===== src/hw/rtl/dwcs_pkg.sv =====
// Shared types and constants of the waveform command sequencer.
package dwcs_pkg;

    // Field widths of one request and one command word.
    localparam int FREQ_W  = 28;
    localparam int SEL_W   = 2;
    localparam int MODE_W  = 2;
    localparam int PHASE_W = 14;
    localparam int WORD_W  = 16;
    localparam int HALF_W  = 14;

    // Tuning word = floor(freq_q4 * TW_NUM / TW_DEN).
    // TW_NUM is the truncated quotient 2^28 / 25 and TW_DEN carries the
    // 1 MHz scale together with the four fractional frequency bits.
    localparam logic [23:0] TW_NUM = 24'd10737418;
    localparam logic [23:0] TW_DEN = 24'd16000000;

    // Reciprocal floor(2^53 / TW_DEN) used to estimate the quotient.
    localparam logic [29:0] TW_RECIP = 30'd562949953;

    // Register select codes.
    localparam logic [SEL_W-1:0] SEL_REG0 = 2'd0;
    localparam logic [SEL_W-1:0] SEL_REG1 = 2'd1;

    // Wave mode codes.
    localparam logic [MODE_W-1:0] MODE_TRI  = 2'd0;
    localparam logic [MODE_W-1:0] MODE_SQU  = 2'd1;
    localparam logic [MODE_W-1:0] MODE_SIN  = 2'd2;
    localparam logic [MODE_W-1:0] MODE_NONE = 2'd3;

    // Command words and tags.
    localparam logic [WORD_W-1:0] CMD_RESET  = 16'h0100;
    localparam logic [WORD_W-1:0] CMD_B28RST = 16'h2100;
    localparam logic [WORD_W-1:0] CMD_TRI    = 16'h2002;
    localparam logic [WORD_W-1:0] CMD_SQU    = 16'h2028;
    localparam logic [WORD_W-1:0] CMD_SIN    = 16'h2000;
    localparam logic [1:0]        TAG_REG0   = 2'b01;
    localparam logic [1:0]        TAG_REG1   = 2'b10;
    localparam logic [1:0]        TAG_PHASE  = 2'b11;

    // Request fields that ride along with the tuning word computation.
    typedef struct packed {
        logic [SEL_W-1:0]   reg_select;
        logic [MODE_W-1:0]  wave_mode;
        logic [PHASE_W-1:0] phase_value;
    } t_req_ctl;

    // Finished request handed from the arithmetic pipeline to the sequencer.
    typedef struct packed {
        logic [FREQ_W-1:0] tw;
        t_req_ctl          ctl;
    } t_tw_item;

endpackage


===== src/hw/rtl/dwcs_if.sv =====
// Handshake interfaces for the request channel and the command word channel.
interface dwcs_req_if;
    import dwcs_pkg::*;
    logic               valid;
    logic               ready;
    logic [FREQ_W-1:0]  freq_q4;
    logic [SEL_W-1:0]   reg_select;
    logic [MODE_W-1:0]  wave_mode;
    logic [PHASE_W-1:0] phase_value;

    modport source (output valid, output freq_q4, output reg_select, output wave_mode,
                    output phase_value, input ready);
    modport sink (input valid, input freq_q4, input reg_select, input wave_mode,
                  input phase_value, output ready);
endinterface

interface dwcs_word_if;
    import dwcs_pkg::*;
    logic              valid;
    logic              ready;
    logic [WORD_W-1:0] word;
    logic              last;

    modport source (output valid, output word, output last, input ready);
    modport sink (input valid, input word, input last, output ready);
endinterface


===== src/hw/rtl/dwcs_tw_pipe.sv =====
// Five-stage pipeline that computes the 28-bit tuning word of each request.
module dwcs_tw_pipe (
    input  logic              i_clk,
    input  logic              i_rst_n,
    dwcs_req_if.sink          i_req,
    output logic              o_tw_valid,
    input  logic              i_tw_ready,
    output dwcs_pkg::t_tw_item o_tw_item
);
    import dwcs_pkg::*;

    localparam int PP_W   = HALF_W + 24;
    localparam int PROD_W = 52;
    localparam int MUL_W  = 62;
    localparam int REM_W  = 26;
    localparam logic [REM_W-1:0] REM_LIMIT = REM_W'(2 * 16000000);

    logic              w_en;
    logic [4:0]        r_v;
    t_req_ctl          r_ctl [0:4];

    logic [PP_W-1:0]   r_pp_hi;
    logic [PP_W-1:0]   r_pp_lo;
    logic [PROD_W-1:0] r_p;
    logic [MUL_W-1:0]  r_mul;
    logic [REM_W-1:0]  r_plo3;
    logic [REM_W-1:0]  r_plo4;
    logic [FREQ_W-1:0] r_q4;
    logic [REM_W-1:0]  r_qd4;
    logic [FREQ_W-1:0] r_tw;

    logic [FREQ_W-1:0] w_q;
    logic [PROD_W-1:0] w_qd;
    logic [REM_W-1:0]  w_rem;

    // The whole pipe moves together; it halts only when the last stage is held.
    assign w_en        = !r_v[4] || i_tw_ready;
    assign i_req.ready = w_en;

    // Quotient estimate is exact or one low; the remainder fixes it.
    assign w_q   = r_mul[60:33];
    assign w_qd  = PROD_W'(w_q) * PROD_W'(TW_DEN);
    assign w_rem = r_plo4 - r_qd4;

    always_ff @(posedge i_clk) begin
        if (!i_rst_n) begin
            r_v <= '0;
        end else if (w_en) begin
            r_v <= {r_v[3:0], i_req.valid};
        end
    end

    always_ff @(posedge i_clk) begin
        if (w_en) begin
            // Stage 1: two 14 x 24 partial products of freq * TW_NUM.
            r_pp_hi  <= PP_W'(i_req.freq_q4[FREQ_W-1:HALF_W]) * PP_W'(TW_NUM);
            r_pp_lo  <= PP_W'(i_req.freq_q4[HALF_W-1:0]) * PP_W'(TW_NUM);
            r_ctl[0] <= '{reg_select: i_req.reg_select, wave_mode: i_req.wave_mode,
                          phase_value: i_req.phase_value};
            // Stage 2: full product.
            r_p      <= {r_pp_hi[PROD_W-HALF_W-1:0], {HALF_W{1'b0}}} + PROD_W'(r_pp_lo);
            // Stage 3: reciprocal multiply of the top 32 product bits.
            r_mul    <= MUL_W'(r_p[PROD_W-1:20]) * MUL_W'(TW_RECIP);
            r_plo3   <= r_p[REM_W-1:0];
            // Stage 4: estimate times divisor, low bits only.
            r_q4     <= w_q;
            r_qd4    <= w_qd[REM_W-1:0];
            r_plo4   <= r_plo3;
            // Stage 5: one correction step.
            r_tw     <= r_q4 + FREQ_W'(w_rem >= REM_W'(TW_DEN));
            for (int i = 1; i < 5; i++) begin
                r_ctl[i] <= r_ctl[i-1];
            end
        end
    end

    assign o_tw_valid = r_v[4];
    assign o_tw_item  = '{tw: r_tw, ctl: r_ctl[4]};

    a_accept_enters: assert property (@(posedge i_clk) disable iff (!i_rst_n)
        (i_req.valid && i_req.ready) |=> r_v[0])
        else $error("accepted request did not enter the pipe");

    a_rem_bound: assert property (@(posedge i_clk) disable iff (!i_rst_n)
        r_v[3] |-> (w_rem < REM_LIMIT))
        else $error("quotient estimate off by more than one");

    a_hold_on_stall: assert property (@(posedge i_clk) disable iff (!i_rst_n)
        (r_v[4] && !i_tw_ready) |=> (r_v[4] && $stable(r_tw)))
        else $error("held tuning word changed under stall");

endmodule


===== src/hw/rtl/dwcs_emit.sv =====
// Sequencer that turns one finished request into its run of command words.
module dwcs_emit (
    input  logic               i_clk,
    input  logic               i_rst_n,
    input  logic               i_tw_valid,
    output logic               o_tw_ready,
    input  dwcs_pkg::t_tw_item i_tw_item,
    dwcs_word_if.source        o_word
);
    import dwcs_pkg::*;

    localparam logic [2:0] ST_RESET = 3'd0;
    localparam logic [2:0] ST_B28   = 3'd1;
    localparam logic [2:0] ST_LO    = 3'd2;
    localparam logic [2:0] ST_HI    = 3'd3;
    localparam logic [2:0] ST_PHASE = 3'd4;
    localparam logic [2:0] ST_MODE  = 3'd5;

    logic              r_busy;
    logic [2:0]        r_step;
    t_tw_item          r_item;
    logic              r_ovalid;
    logic [WORD_W-1:0] r_word;
    logic              r_last;

    logic              w_slot_free;
    logic              w_load;
    logic              w_take;
    logic              w_freq_wr;
    logic              w_mode_wr;
    logic [2:0]        w_next;
    logic              w_done;
    logic [1:0]        w_tag;
    logic [WORD_W-1:0] w_word;

    assign w_slot_free = !r_ovalid || o_word.ready;
    assign w_load      = r_busy && w_slot_free;
    assign w_freq_wr   = (r_item.ctl.reg_select == SEL_REG0) ||
                         (r_item.ctl.reg_select == SEL_REG1);
    assign w_mode_wr   = (r_item.ctl.wave_mode != MODE_NONE);
    assign w_tag       = (r_item.ctl.reg_select == SEL_REG0) ? TAG_REG0 : TAG_REG1;
    assign w_take      = i_tw_valid && (!r_busy || (w_load && w_done));
    assign o_tw_ready  = !r_busy || (w_load && w_done);

    always_comb begin
        w_next = ST_RESET;
        w_done = 1'b0;
        unique case (r_step)
            ST_RESET: w_next = ST_B28;
            ST_B28: begin
                if (w_freq_wr) begin
                    w_next = ST_LO;
                end else if (w_mode_wr) begin
                    w_next = ST_MODE;
                end else begin
                    w_done = 1'b1;
                end
            end
            ST_LO: w_next = ST_HI;
            ST_HI: w_next = ST_PHASE;
            ST_PHASE: begin
                if (w_mode_wr) begin
                    w_next = ST_MODE;
                end else begin
                    w_done = 1'b1;
                end
            end
            ST_MODE: w_done = 1'b1;
            default: w_done = 1'b1;
        endcase
    end

    always_comb begin
        unique case (r_step)
            ST_RESET: w_word = CMD_RESET;
            ST_B28:   w_word = CMD_B28RST;
            ST_LO:    w_word = {w_tag, r_item.tw[HALF_W-1:0]};
            ST_HI:    w_word = {w_tag, r_item.tw[FREQ_W-1:HALF_W]};
            ST_PHASE: w_word = {TAG_PHASE, r_item.ctl.phase_value};
            ST_MODE: begin
                case (r_item.ctl.wave_mode)
                    MODE_TRI: w_word = CMD_TRI;
                    MODE_SQU: w_word = CMD_SQU;
                    default:  w_word = CMD_SIN;
                endcase
            end
            default:  w_word = CMD_RESET;
        endcase
    end

    always_ff @(posedge i_clk) begin
        if (!i_rst_n) begin
            r_busy   <= 1'b0;
            r_step   <= ST_RESET;
            r_ovalid <= 1'b0;
        end else begin
            if (w_take) begin
                r_busy <= 1'b1;
                r_step <= ST_RESET;
            end else if (w_load) begin
                r_busy <= !w_done;
                r_step <= w_done ? ST_RESET : w_next;
            end
            if (w_load) begin
                r_ovalid <= 1'b1;
            end else if (o_word.ready) begin
                r_ovalid <= 1'b0;
            end
        end
    end

    always_ff @(posedge i_clk) begin
        if (w_take) begin
            r_item <= i_tw_item;
        end
        if (w_load) begin
            r_word <= w_word;
            r_last <= w_done;
        end
    end

    assign o_word.valid = r_ovalid;
    assign o_word.word  = r_word;
    assign o_word.last  = r_last;

    a_run_pending: assert property (@(posedge i_clk) disable iff (!i_rst_n)
        (r_ovalid && !r_last) |-> r_busy)
        else $error("run lost its remaining words");

    a_idle_step: assert property (@(posedge i_clk) disable iff (!i_rst_n)
        !r_busy |-> (r_step == ST_RESET))
        else $error("idle sequencer not at run start");

    a_take_only_free: assert property (@(posedge i_clk) disable iff (!i_rst_n)
        w_take |-> (!r_busy || (w_load && w_done)))
        else $error("new request taken while a run is in progress");

endmodule


===== src/hw/rtl/dds_waveform_command_sequencer.sv =====
// Top level of the waveform command sequencer: tuning word pipe and word sequencer.
//
//  channel  | dir | handshake    | payload
//  ---------+-----+--------------+----------------------------------------------
//  i_req    | in  | valid/ready  | freq_q4[27:0] reg_select[1:0] wave_mode[1:0]
//           |     |              | phase_value[13:0]
//  o_word   | out | valid/ready  | word[15:0] last
//
// A request transfer enters a five-stage arithmetic pipe (two partial products,
// their sum, a reciprocal multiply, estimate times divisor, and a remainder
// correction), so a new request can be taken every cycle while the pipe has room.
// The sequencer then sends two to six words, one per cycle while o_word does not
// stall, so sustained rate is set by the run length. The first word of a run
// reaches the output through the five pipe stages, the sequencer's request
// register and its output register.
// Reset is synchronous and active low; it empties the pipe and the sequencer.
// When o_word stalls, the output register holds its word, the sequencer stops,
// and the pipe halts once its last stage holds a finished request.
module dds_waveform_command_sequencer (
    input  logic        i_clk,
    input  logic        i_rst_n,
    dwcs_req_if.sink    i_req,
    dwcs_word_if.source o_word
);
    import dwcs_pkg::*;

    // Finished tuning word plus the request fields, pipe to sequencer.
    logic     w_tw_valid;
    logic     w_tw_ready;
    t_tw_item w_tw_item;

    dwcs_tw_pipe u_tw_pipe (
        .i_clk      (i_clk),
        .i_rst_n    (i_rst_n),
        .i_req      (i_req),
        .o_tw_valid (w_tw_valid),
        .i_tw_ready (w_tw_ready),
        .o_tw_item  (w_tw_item)
    );

    dwcs_emit u_emit (
        .i_clk      (i_clk),
        .i_rst_n    (i_rst_n),
        .i_tw_valid (w_tw_valid),
        .o_tw_ready (w_tw_ready),
        .i_tw_item  (w_tw_item),
        .o_word     (o_word)
    );

    // A run always opens with the reset command, so the word offered right
    // after the final word of a run is the reset command of the next one.
    a_run_opens_reset: assert property (@(posedge i_clk) disable iff (!i_rst_n)
        (o_word.valid && o_word.ready && o_word.last) |=>
        (!o_word.valid || o_word.word == CMD_RESET))
        else $error("run did not start with the reset command");

    // The reset command never closes a run.
    a_reset_not_last: assert property (@(posedge i_clk) disable iff (!i_rst_n)
        (o_word.valid && o_word.word == CMD_RESET) |-> !o_word.last)
        else $error("reset command marked as the end of a run");

    // The reset command is always followed by the B28 command.
    a_b28_after_reset: assert property (@(posedge i_clk) disable iff (!i_rst_n)
        (o_word.valid && o_word.ready && o_word.word == CMD_RESET) |=>
        (o_word.valid && o_word.word == CMD_B28RST))
        else $error("reset command not followed by the B28 command");

endmodule

===== src/flat_wrapper.sv =====
// flat-port wrapper written by rule: the top's interface ports become plain ports
module dds_waveform_command_sequencer_flat import dwcs_pkg::*;
  (i_clk, i_rst_n, i_req_valid, i_req_freq_q4, i_req_reg_select, i_req_wave_mode, i_req_phase_value, i_req_ready, o_word_valid, o_word_word, o_word_last, o_word_ready);
  dwcs_req_if i_req_i ();
  dwcs_word_if o_word_i ();
  input  logic i_clk;
  input  logic i_rst_n;
  input wire logic [$bits(i_req_i.valid)-1:0] i_req_valid;
  input wire logic [$bits(i_req_i.freq_q4)-1:0] i_req_freq_q4;
  input wire logic [$bits(i_req_i.reg_select)-1:0] i_req_reg_select;
  input wire logic [$bits(i_req_i.wave_mode)-1:0] i_req_wave_mode;
  input wire logic [$bits(i_req_i.phase_value)-1:0] i_req_phase_value;
  output wire logic [$bits(i_req_i.ready)-1:0] i_req_ready;
  output wire logic [$bits(o_word_i.valid)-1:0] o_word_valid;
  output wire logic [$bits(o_word_i.word)-1:0] o_word_word;
  output wire logic [$bits(o_word_i.last)-1:0] o_word_last;
  input wire logic [$bits(o_word_i.ready)-1:0] o_word_ready;
  assign i_req_i.valid = i_req_valid;
  assign i_req_i.freq_q4 = i_req_freq_q4;
  assign i_req_i.reg_select = i_req_reg_select;
  assign i_req_i.wave_mode = i_req_wave_mode;
  assign i_req_i.phase_value = i_req_phase_value;
  assign i_req_ready = i_req_i.ready;
  assign o_word_valid = o_word_i.valid;
  assign o_word_word = o_word_i.word;
  assign o_word_last = o_word_i.last;
  assign o_word_i.ready = o_word_ready;
  dds_waveform_command_sequencer u_core (.i_clk(i_clk), .i_rst_n(i_rst_n), .i_req(i_req_i), .o_word(o_word_i));
endmodule

===== config.mk =====
export PLATFORM = sky130hd
export DESIGN_NAME = dds_waveform_command_sequencer_flat
export DESIGN_NICKNAME = d
export VERILOG_FILES = /design/src/hw/rtl/dwcs_pkg.sv /design/src/hw/rtl/dwcs_if.sv /design/src/hw/rtl/dwcs_tw_pipe.sv /design/src/hw/rtl/dwcs_emit.sv /design/src/hw/rtl/dds_waveform_command_sequencer.sv /design/src/flat_wrapper.sv
export SDC_FILE = /design/constraint.sdc
export NUM_CORES = 2
export LEC_CHECK = 0
export ABC_AREA = 1
export BUFFER_PORTS_ARGS = -buffer_cell sky130_fd_sc_hd__buf_4
export CAP_MARGIN = 20
export CORE_ASPECT_RATIO = 0.7
export CORE_UTILIZATION = 55
export DETAILED_ROUTE_END_ITERATION = 10
export PLACE_DENSITY_LB_ADDON = 0.1
export SETUP_SLACK_MARGIN = 0.1
export SLEW_MARGIN = 20
export SYNTH_ARGS = -nofsm -noshare
export SYNTH_HDL_FRONTEND = slang
export SYNTH_SLANG_ARGS = --single-unit

===== constraint.sdc =====
create_clock -name i_clk -period 8 [get_ports i_clk]
set_input_delay 0.4 -clock i_clk [delete_from_list [all_inputs] [get_ports i_clk]]
set_output_delay 0.4 -clock i_clk [all_outputs]
set_load 0.03 [all_outputs]

Word-level counts from Yosys, hierarchy flattened
Memories as Yosys holds them, arrays and structs flattened. A register that Yosys moved wholly into a read port is not among the register bits.
Index checks and enable logic that the tools add are counted.
- memories kept: 1
- output and inout bits: 19
- RAM bits: 90
- word-level logic and storage cells: 68
- input port bits: 50
- register bits after elaboration: 366
- memory list (name ; depth ; bits a word ; rd ports ; clocked after Yosys merged registers in ; wr ports ; line ; RTL):
    u_core.u_tw_pipe.r_ctl ; 5 ; 18 ; 5 ; 1 ; 5 ; dwcs_tw_pipe.sv:20 ; t_req_ctl r_ctl [0:4];
- mux-type cells: 16
- add/sub/neg operators: 3
- multiply operators: 4
- equal/unequal tests: 8
- bitwise logic cells: 1
- magnitude comparators: 1
- reductions and logical operators: 18
- operators with widths (kind ; count):
    $pmux W16 S5 ; 1
    $mul A14 B23 Y37 const B ; 2
    $mul A32 B30 Y61 const B ; 1
    $add A52 B38 Y52 ; 1
    $add A28 B1 Y28 ; 1
    $mul A28 B14 Y16 const B ; 1
    $ge A26 B24 Y1 const B ; 1
    $sub A26 B26 Y26 ; 1
    $pmux W3 S5 ; 1
    $pmux W6 S2 ; 1
    $mux W3 ; 3
    $mux W1 ; 8
    $eq A3 B2 Y1 const B ; 2
    $eq A3 B3 Y1 const B ; 2
    $eq A2 B1 Y1 const B ; 2
    $logic_not A1 Y1 ; 4
    $logic_not A2 Y1 ; 2
    $logic_or A1 B1 Y1 ; 4
    $reduce_bool A2 Y1 ; 2
    $eq A3 B1 Y1 const B ; 1
    $logic_and A1 B1 Y1 ; 3
    $logic_not A3 Y1 ; 1
    $pmux W1 S3 ; 1
    $reduce_or A3 Y1 ; 1
    4 further kinds ; 4

Logic depth before layout (Yosys ltp)
- word-level depth: 9
- gate-level depth with buffers: 28
- depth with buffers taken out: 28

Hierarchy
Synthesis repeated with hierarchy kept, for this count alone.
- cell total of the unflattened synthesis: 4710
- area, all modules: 45698.8 um^2
- modules (own cells, without submodules) (module ; times used ; cells an instance ; area each (um^2) ; seq. area each (um^2)):
    dwcs_tw_pipe ; 1 ; 4527 ; 43148.9 ; 9889.5
    dwcs_emit ; 1 ; 183 ; 2549.9 ; 1991.9

Least setup slack after synthesis
No wires, ideal clock.
- kind: reg-to-reg
- from: reg u_core.u_tw_pipe.r_p[49]
- to: reg u_core.u_tw_pipe.r_mul[57], data pin
- cell stages (with the launch flop): 23
- required time: 7748 ps
- buffers on the path: 0
- slack: 1937 ps
- library setup time: 252 ps
- period minus slack after synthesis: 6063 ps
- data arrival time: 5810 ps
- cell sequence: edfxtp_1 -> inv_1 -> fa_1 -> inv_1 -> fa_1 -> inv_1 -> fa_1 -> fa_1 -> inv_1 -> fa_1 -> fa_1 -> fa_1 -> ha_1 -> ha_1 -> nand2_1 -> inv_1 -> a21oi_1 -> a21boi_0 -> a21oi_1 -> nor2_1 -> nand2_1 -> nand2_1 -> nand2_1
- word-level cells in the longest chain between the ends: 1
- RTL lines (item ; line ; RTL):
    start: declaration ; dwcs_tw_pipe.sv:24 ; logic [PROD_W-1:0] r_p;
    start signal: assignment ; dwcs_tw_pipe.sv:61 ; r_p <= {r_pp_hi[PROD_W-HALF_W-1:0], {HALF_W{1'b0}}} + PROD_W'(r_pp_lo);
    $mul A32 B30 Y61 ; dwcs_tw_pipe.sv:63 ; r_mul <= MUL_W'(r_p[PROD_W-1:20]) * MUL_W'(TW_RECIP);
    end signal: assignment ; dwcs_tw_pipe.sv:63 ;
    end: declaration ; dwcs_tw_pipe.sv:25 ; logic [MUL_W-1:0] r_mul;
No other way between the ends.
A chain may end at the register's enable or synchronous reset.

Final worst setup path
- from: reg u_core.u_tw_pipe.r_p[46]
- to: reg u_core.u_tw_pipe.r_mul[44], data pin
The elaborated chain is that of the path after synthesis.

==> results.toml <==
[finish]
multi_input_area_um2 = 29500
area_delta_synth_final_pct = 7.55
fin_util_pct = 60.4
post_route_cells_drive_above_1_share_pct = 3.88
seq_area_um2 = 11900
stdcell_count = 5969
fillers = 7055
nets = 6196
n_antenna_cell = 0
fin_area_um2 = 49100

[timing]
finalCritPeriodShare_pct = 87.0
max_freq_mhz = 144
finalMaxSlewViolations = 0
tightestPinTransition_ns = 1.01
finClkSkew_ns = 0.0199
slew_headroom_pct = 32.4
grt_setup_unrepaired = "no"
setup_viol = 0
hold_violations = 0
final.min_clock_period_ns = 6.96
setup_tns_ns = 0

[worst_setup_path]
critPathLaunchType = "flop"
worstSetupPathType = "flop to flop"
critPathMaxFanout = 7
r2r_cells = 22
arrival_ns = 7.29
worstPathRequired_ns = 8.33
crit_path_end_kind = "flop"

[clock_tree]
post_cts.repair.setup_buffers = 0
htree_levels = 2
cts_resized = 0
cts_buffers = 38
ctsHoldBuffers = 18
root_buffer = "clkbuf_16"
clock-sinks = 399
clk_latency_ns = 0.58
cts_tree = "built"
cts_buffer_depth = 3
path_clk_slew_ns = 0.07

[place]
gp_congestion = 1.01
port_buffers = 68
postPlaceCellArea_um2 = 47700
dp_cells = 5883
place_hpwl_um = 102000

[synth]
yosysTopAreaCell = "edfxtp_1"
synth_top_cell_area_share_pct = 25.6
syn-num-nets = 6052
ys.flop_type = "edfxtp_1"
synthTopCellsByArea = "edfxtp_1, fa_1, ha_1"
synth_edf_count = 389
synth_warnings = 0
syn-instance-count = 4729
syn_area_um2 = 45700
synthDistinctLibCells = 50
ys_ff_latch = 399
synthArstFlopShare_pct = 0
synth.yosys.seq_area_share_pct = 26.0
syn_area_per_cell_um2 = 9.65

[floorplanning]
io_pins = 69
die_w_um = 346
die_area_um2 = 84200
die_h_um = 243
start_util_pct = 56.1
rows = 87
coreArea_um2 = 81300

[status]
status = "finished clean"

[routing]
drt_iter0_markers = 2872
wl_per_cell_um = 19.7
first_pass_iters = 6
vias = 31900
viasPerCell = 5.34
drc = 0
wl_um = 118000
antenna_left = 0

[grt]
grt_usage_pct = 28.7
grt_remaining_overflow = 0
antenna_found_initial = 2
first_global_vias = 32000
grt_start_max_net_pins = 148
grt_pass1_wl_um = 184000

[worst_hold_path]
worstHoldPathCells = 3
worstHoldPathType = "input port to flop"

[run]
drv_cap = 0
[cell type report]
cell class	count	share of cell area [%]
Clock inverter	26	0.558
Sequential cell	399	24.2
Multi-Input combinational cell	3183	60.0
Clock buffer	42	1.97
Timing Repair Buffer	110	1.80
Inverter	1141	8.72
Tap cell	1068	2.72
[per-layer routing]
| layer | track usage [%] | part of all wire, % | vias to the layer above | wire length [um] |
|---|---|---|---|---|
| met4 | 3.74 | 1.2 | 4 | 1440 |
| met3 | 8.63 | 10 | 94 | 11800 |
| met1 | 44.9 | 50 | 15400 | 58500 |
| li1 | - | - | 15400 | - |
| met5 | 0 | 0.027 | - | 32 |
| met2 | 39.5 | 39 | 1027 | 45900 |
[critical path, cell delays in order (launching register included)]
cell and delay (ns):
edfxtp_1 0.61, inv_1 0.30, fa_1 0.55, inv_1 0.05, fa_1 0.49, inv_1 0.06, fa_1 0.50, fa_1 0.56
inv_1 0.07, fa_1 0.55, fa_1 0.43, fa_1 0.44, ha_1 0.28, ha_1 0.41, nand2_1 0.15, nor2_1 0.18
nand2_1 0.14, nor3_1 0.38, nand3_1 0.15, nand3_1 0.23, nand2_1 0.09, inv_1 0.06, nor2_1 0.04
[cell families after synthesis]
logic type	after synthesis	share of synthesized area [%]
compound gates	415	5.19
xor+xnor	174	3.37
simple gates	1321	12.2
flops	399	26.0
fa+ha+maj	1273	43.8
buf+inv	1147	9.44
[path summary, 6_finish.rpt]
kind	start	to	slack, ns
max	u_core.u_tw_pipe.r_p[46]	u_core.u_tw_pipe.r_mul[44]	1.04
min	i_req_valid	u_core.u_tw_pipe.r_v[0]	0.08
max reg2reg	u_core.u_tw_pipe.r_p[46]	u_core.u_tw_pipe.r_mul[44]	1.04
min reg2reg	u_core.u_tw_pipe.r_tw[7]	u_core.u_emit.r_item[25]	0.40
[synthesized netlist by cell type, drive strengths merged, types with 13 or more instances]
cell type,instances
fa,541
xor2,126
inv,1141
o21ai,109
nor2,303
a21o,21
a21oi,190
edfxtp,389
a21boi,13
o21bai,37
nand4,47
nand3,163
ha,732
xnor2,48
nand2,726
nor3,46
[placed cells by master (no fill, tap or decap), drive strengths merged]
cell / synthesis / layout
inv: 1141 / 1145
ha: 732 / 732
nand2: 726 / 726
fa: 541 / 541
edfxtp: 389 / 389
nor2: 303 / 303
a21oi: 190 / 190
nand3: 163 / 163
xor2: 126 / 126
o21ai: 109 / 109
buf: 2 / 92
xnor2: 48 / 48
nand4: 47 / 47
nor3: 46 / 46
clkbuf: 4 / 42
o21bai: 37 / 37
a21o: 21 / 21
dlygate4sd3: 0 / 18
clkinv: 0 / 16
a21boi: 13 / 13
o22ai: 12 / 12
nor4: 12 / 12
nand3b: 10 / 10
a31oi: 10 / 10
dfxtp: 10 / 10
o21a: 9 / 9
or2: 6 / 6
o211ai: 6 / 6
a22oi: 4 / 4
and2: 3 / 3
clkinvlp: 0 / 3
bufinv: 0 / 3
o31ai: 2 / 2
and3: 2 / 2
nor3b: 2 / 2
o2111ai: 1 / 1
a221oi: 1 / 1
nor4b: 1 / 1
[flip-flops by register name, summed over array words and instances, names as in the netlist]
signal	flops
u_core.u_tw_pipe.r_plo4	16
u_core.u_emit.r_step	3
u_core.u_emit.r_busy	1
u_core.u_emit.o_word.last	1
u_core.u_emit.o_word.valid	1
u_core.u_tw_pipe.r_plo3	10
u_core.u_tw_pipe.r_p	42
u_core.u_tw_pipe.r_qd4	13
u_core.u_tw_pipe.r_mul	34
u_core.u_tw_pipe.r_pp_hi	37
u_core.u_tw_pipe.r_ctl	90
u_core.u_tw_pipe.r_q4	28
u_core.u_emit.o_word.word	16
u_core.u_tw_pipe.r_tw	28
u_core.u_emit.r_item	46
u_core.u_tw_pipe.r_pp_lo	28
u_core.u_tw_pipe.r_v	5
[through the flow]
| stage | worst slack [ns] | hold slack (ns) |
|---|---|---|
| after floorplan | 1.94 | 0.400 |
| after global placement | 1.12 | 0.401 |
| after detailed placement | 1.19 | 0.405 |
| after CTS | 1.19 | 0.0553 |
| after global routing | 0.910 | 0.0620 |
| final | 1.04 | 0.0822 |
Power is not shown: default switching activity piles up to over one toggle a cycle in this logic, so the estimate is an artifact.
